**src/rvv_pkg.sv**
```systemverilog
// ----------------------------------------------------------------------------
// rvv_pkg - shared types and constants
// Field widths, register indexes and divider sizes for the vol-of-vol block.
// ----------------------------------------------------------------------------
package rvv_pkg;

    localparam int PRICE_W  = 24;
    localparam int RSQ_W    = 48;
    localparam int VOL_W    = 32;
    localparam int VOV_W    = 64;
    localparam int VOLWIN_W = 11;
    localparam int VOVWIN_W = 10;
    localparam int IDX_W    = 2;

    // divider: 64-bit dividend, divisor up to 2047
    localparam int DIV_W    = 64;
    localparam int DVSR_W   = 11;
    localparam int DCNT_W   = 7;

    localparam logic [IDX_W-1:0] REG_VOL_WINDOW = 2'd0;
    localparam logic [IDX_W-1:0] REG_VOV_WINDOW = 2'd1;

    typedef logic [DIV_W-1:0] div_word_t;

endpackage

```
**src/rvv_div.sv**
```systemverilog
// ----------------------------------------------------------------------------
// rvv_div - iterative unsigned divider
// Restoring division, one quotient bit per cycle.
// ----------------------------------------------------------------------------
module rvv_div
(
    input  logic                            clk,
    input  logic                            rst_n,
    input  logic                            start,
    input  rvv_pkg::div_word_t              dividend,
    input  logic [rvv_pkg::DVSR_W-1:0]      divisor,
    output logic                            done,
    output rvv_pkg::div_word_t              quotient
);

    logic                           busy_reg;
    logic                           done_reg;
    logic [rvv_pkg::DCNT_W-1:0]     cnt_reg;
    rvv_pkg::div_word_t             quo_reg;
    logic [rvv_pkg::DVSR_W-1:0]     rem_reg;
    logic [rvv_pkg::DVSR_W-1:0]     dvsr_reg;
    logic [rvv_pkg::DVSR_W:0]       trial;
    logic [rvv_pkg::DVSR_W:0]       diff;
    logic                           ge;

    always_comb
    begin
        trial = {rem_reg, quo_reg[rvv_pkg::DIV_W-1]};
        diff  = trial - {1'b0, dvsr_reg};
        ge    = (trial >= {1'b0, dvsr_reg});
    end

    always_ff @(posedge clk or negedge rst_n)
    begin
        if (!rst_n)
        begin
            busy_reg <= 1'b0;
            done_reg <= 1'b0;
            cnt_reg  <= '0;
        end
        else if (start)
        begin
            busy_reg <= 1'b1;
            done_reg <= 1'b0;
            cnt_reg  <= rvv_pkg::DCNT_W'(rvv_pkg::DIV_W);
        end
        else if (busy_reg)
        begin
            cnt_reg <= cnt_reg - 1'b1;
            if (cnt_reg == rvv_pkg::DCNT_W'(1))
            begin
                busy_reg <= 1'b0;
                done_reg <= 1'b1;
            end
        end
        else
        begin
            done_reg <= 1'b0;
        end
    end

    always_ff @(posedge clk)
    begin
        if (start)
        begin
            quo_reg  <= dividend;
            rem_reg  <= '0;
            dvsr_reg <= divisor;
        end
        else if (busy_reg)
        begin
            quo_reg <= {quo_reg[rvv_pkg::DIV_W-2:0], ge};
            rem_reg <= ge ? diff[rvv_pkg::DVSR_W-1:0] : trial[rvv_pkg::DVSR_W-1:0];
        end
    end

    assign done     = done_reg;
    assign quotient = quo_reg;

endmodule

```
**config.mk**
```make
export PLATFORM = sky130hd
export DESIGN_NAME = rvv_div
export DESIGN_NICKNAME = d
export VERILOG_FILES = /design/src/rvv_pkg.sv /design/src/rvv_div.sv
export SDC_FILE = /design/constraint.sdc
export NUM_CORES = 1
export LEC_CHECK = 0
export BUFFER_PORTS_ARGS = -buffer_cell sky130_fd_sc_hd__buf_2
export CORE_ASPECT_RATIO = 1.5
export CORE_MARGIN = 2
export CORE_UTILIZATION = 30
export DETAILED_ROUTE_END_ITERATION = 7
export PLACE_DENSITY_LB_ADDON = 0.15
export SYNTH_ARGS = -nofsm -noshare
export SYNTH_HDL_FRONTEND = slang
export SYNTH_SLANG_ARGS = --single-unit
export TNS_END_PERCENT = 10
```
**constraint.sdc**
```tcl
create_clock -name clk -period 2.7 [get_ports clk]
set_clock_uncertainty 0.1 [all_clocks]
set_input_delay 0.27 -clock clk [delete_from_list [all_inputs] [get_ports clk]]
set_output_delay 0.27 -clock clk [all_outputs]
set_load 0.03 [all_outputs]
```
==> results.md <==
* Via count at 3184
* WS Path Type: register to register
* Placed inst area at 5520 um2
* Family with the most delay on the worst path: simple AND/OR/NAND/NOR gates
* Logic pwr share at 0.350
* Final setup vio count at 0
* Status: finished clean
* Req. time, crit path at 2.81 ns
* Synthesis Warnings at 0
* Share of layout cells above drive strength 1 at 0.498
* Fill cells at 1445
* CP max stage delay at 0.55 ns
* Max Slew Vio Count at 0
* Sw Share at 0.334
* Final GP Congestion at 0.785
* DRC Markers at 0
* WP data arrival at 2.67 ns
* Total leakage power at 0.00255 uW
* Vias in the first global route at 3372
* Vias per inst at 4.62
* Syn Nets at 419
* Starting Density at 0.303
* CTS root buf: clkbuf_16
* Max FFs per register at 64
* Critical R2R Launch: dvsr_reg[10]
* Final net count at 577
* Total GRT Usage at 0.130
* Internal power at 3670 uW
* Async set or reset register ratio after synthesis at 0.0947
* Number of cells on the critical path at 9
* Commonest register cell after synthesis: edfxtp_1
* #FFs+latches synth at 95
* Critical path cell sequence: inv_1 > ha_1 > nand3_2 > nor4_2 > a2111oi_2 > o21ai_4 > buf_4 > nor4bb_1 > or3_1
* I/O Buffers at 142
* Clock sinks at 95
* GRT overflow at 0
* WP buf/inv at 2
* Cts bufs inserted at 9
* Antenna Violating Nets Remaining at 0
* Final setup margin at 0.143 ns
* H-tree levels at 3
* Clock power frac at 0.273
* Slowest stage cell, crit path: a2111oi_2
* Antenna violations before repair at 0
* Placed insts at 662
* 1st-iter DRT viols at 129
* Antenna Cells at 0
* Pwr per Cell Area at 918 nW/um2
* Net Switching at 1840 uW
* Wire per inst at 15.1 um
* Crit. Startpoint: dvsr_reg[10]
* Final WL at 10400 um
* Hold Vio Cnt, Final at 0
* Post-Layout Cell Count at 689
* Die area at 16100 um2
* CP Launch Type: register
* Cell depth of the worst flop-to-flop path at 9
* CTS max path bufs at 2
* Area growth from synthesis to layout at 32.4%
* Design area at 6000 um2
* Fin crit share at 0.947
* Unrepaired setup endpoints after global routing: false
* Max Cap Viol at 0
* Peak VDD IR at 342 uV
* Mapped Cells at 327
* Seq/Total Area, Yosys at 0.596
* RR Endpoint: rem_reg[1]
* Slew @ Worst Pin at 0.546 ns
* Largest net degree at the start of global routing at 63
* Num rows at 55
* FF-to-FF setup slack at 0.14 ns
* Min-delay src: divisor[6]
* Crit path to: rem_reg[1]
* Slew HR at 0.631
* Syn Area/Cell at 13.8 um2
* CTS tree: yes
* F_max at 391 MHz
* I/O pin count at 143
* Hold Worst Slack at 0.0124 ns
* Synth unique cells at 50
* Critical-path maximum fanout at 7
* Core Footprint at 14900 um2
* Setup TNS at 0 ns
* DRT Pass-1 Iters at 5
* First-pass GRT wire length at 16800 um
* Critical Path Sink Type: register
* Skew-Pair Late Insertion Delay at 0.34 ns
* EDFF count, synth at 75
* Reg power frac at 0.377
* Post-place setup slack at 0.0212 ns
* Clock-pin slew on the worst setup and hold paths at 0.07 ns
* Die Span Y at 154 um
* Chip width at 104 um
* Fin crit period at 2.56 ns
* HP Class: input pin to register
* Cell Area, Synth at 4530 um2
* Final HPWL DP at 7570 um
-- synthesized netlist by cell type, types with 3 or more instances --
cell	n	area, um2
nand2b_1	5	31.3
clkbuf_1	6	22.5
a211oi_1	8	60.1
dfrtp_1	9	225
o21ai_0	10	50.1
edfxtp_1	75	2250
nand2_1	9	33.8
dfxtp_1	11	220
mux2i_1	7	70.1
ha_1	13	163
xnor2_1	8	70.1
inv_1	17	63.8
nor3_1	3	15.0
mux2_2	64	721
nor2_1	23	86.3
buf_1	7	26.3
a21oi_1	6	30.0
nand3_1	3	15.0
or3_1	3	18.8
-- through the flow --
stage               utilization  power (uW)
global route              0.402        5830
finish                    0.402        5510
detailed placement        0.370        3970
floorplan                     -        3460
global placement          0.370        3940
CTS                       0.399        5520
-- logic make-up after synthesis --
kind of cell / after synthesis / synth area share
AND/OR/NAND/NOR: 60 / 0.0691
adder cells (fa/ha/maj): 14 / 0.0404
AO/OA/AOI/OAI: 43 / 0.0666
XOR/XNOR: 10 / 0.0193
buffers and inverters: 33 / 0.0307
multiplexers: 72 / 0.178
flip-flops: 95 / 0.596
-- per-layer routing --
layer  global-route usage  part of all wire  vias up
li1                     -                 -     1540
met4               0.0405            0.0090        0
met5                    0                 0        -
met3               0.0383             0.063        7
met1                0.150              0.40     1552
met2                0.232              0.53       85
-- how the worst min path moves through the flow --
stage / end / slack (ns) / depth (start not counted)
after floorplan: busy_reg / -0.13 / 0
after global placement: cnt_reg[2] / 0.04 / 1
after detailed placement: cnt_reg[2] / 0.04 / 1
after CTS: dvsr_reg[6] / 0.0005 / 1
after global routing: dvsr_reg[7] / 0.0005 / 1
final: dvsr_reg[6] / 0.01 / 1
-- cells in the final DEF (no fill, tap or decap), types with 3 or more instances in the layout --
cell           Yosys  layout
xnor2_1            8       8
bufinv_16          0       3
dfrtp_1            9       9
a21oi_1            6       6
dfxtp_1           11      11
nand2b_1           5       5
ha_1              13      13
buf_2              0     141
a211oi_1           8       8
inv_6              0       4
dlygate4sd3_1      0       9
nor3_1             3       3
nand2_1            9       9
mux2i_1            7       7
buf_12             0       3
clkbuf_16          0       9
edfxtp_1          75      75
buf_4              0       9
o21ai_0           10      10
nand3_1            3       3
nor2_1            23      23
mux2_2            64      64
or3_1              3       3
inv_1             17      17
-- layout make-up --
type | instances | area, um2 | share of cell area
repair buffers | 162 | 923 | 0.154
inverters | 18 | 67.6 | 0.0113
clock inverters | 7 | 125 | 0.0209
well taps | 199 | 249 | 0.0415
flip-flops and latches | 95 | 2700 | 0.450
multi-input cells | 199 | 1710 | 0.285
clock buffers | 9 | 225 | 0.0376
-- repair_timing --
action	in CTS	in global routing
resized for setup	0	3
endpoints found under the hold margin	16	1
hold buffers	8	1
setup endpoints to repair	0	11
setup buffers	0	2
-- worst register-to-register path, cell delays in order, from the launching register on --
cell and delay (ns):
edfxtp_1 0.36, inv_1 0.09, ha_1 0.31, nand3_2 0.16, nor4_2 0.07, a2111oi_2 0.55, o21ai_4 0.12, buf_4 0.18
nor4bb_1 0.13, or3_1 0.38
-- power by group through the flow --
stage	logic [uW]	clock network [uW]	registers (uW)
detailed placement	1860	0	2110
finish	1930	1500	2080
global placement	1830	0	2110
CTS	1880	1550	2080
floorplan	1090	0	2370
global route	2110	1600	2120
No activity file was read; power rests on OpenSTA's default activity.
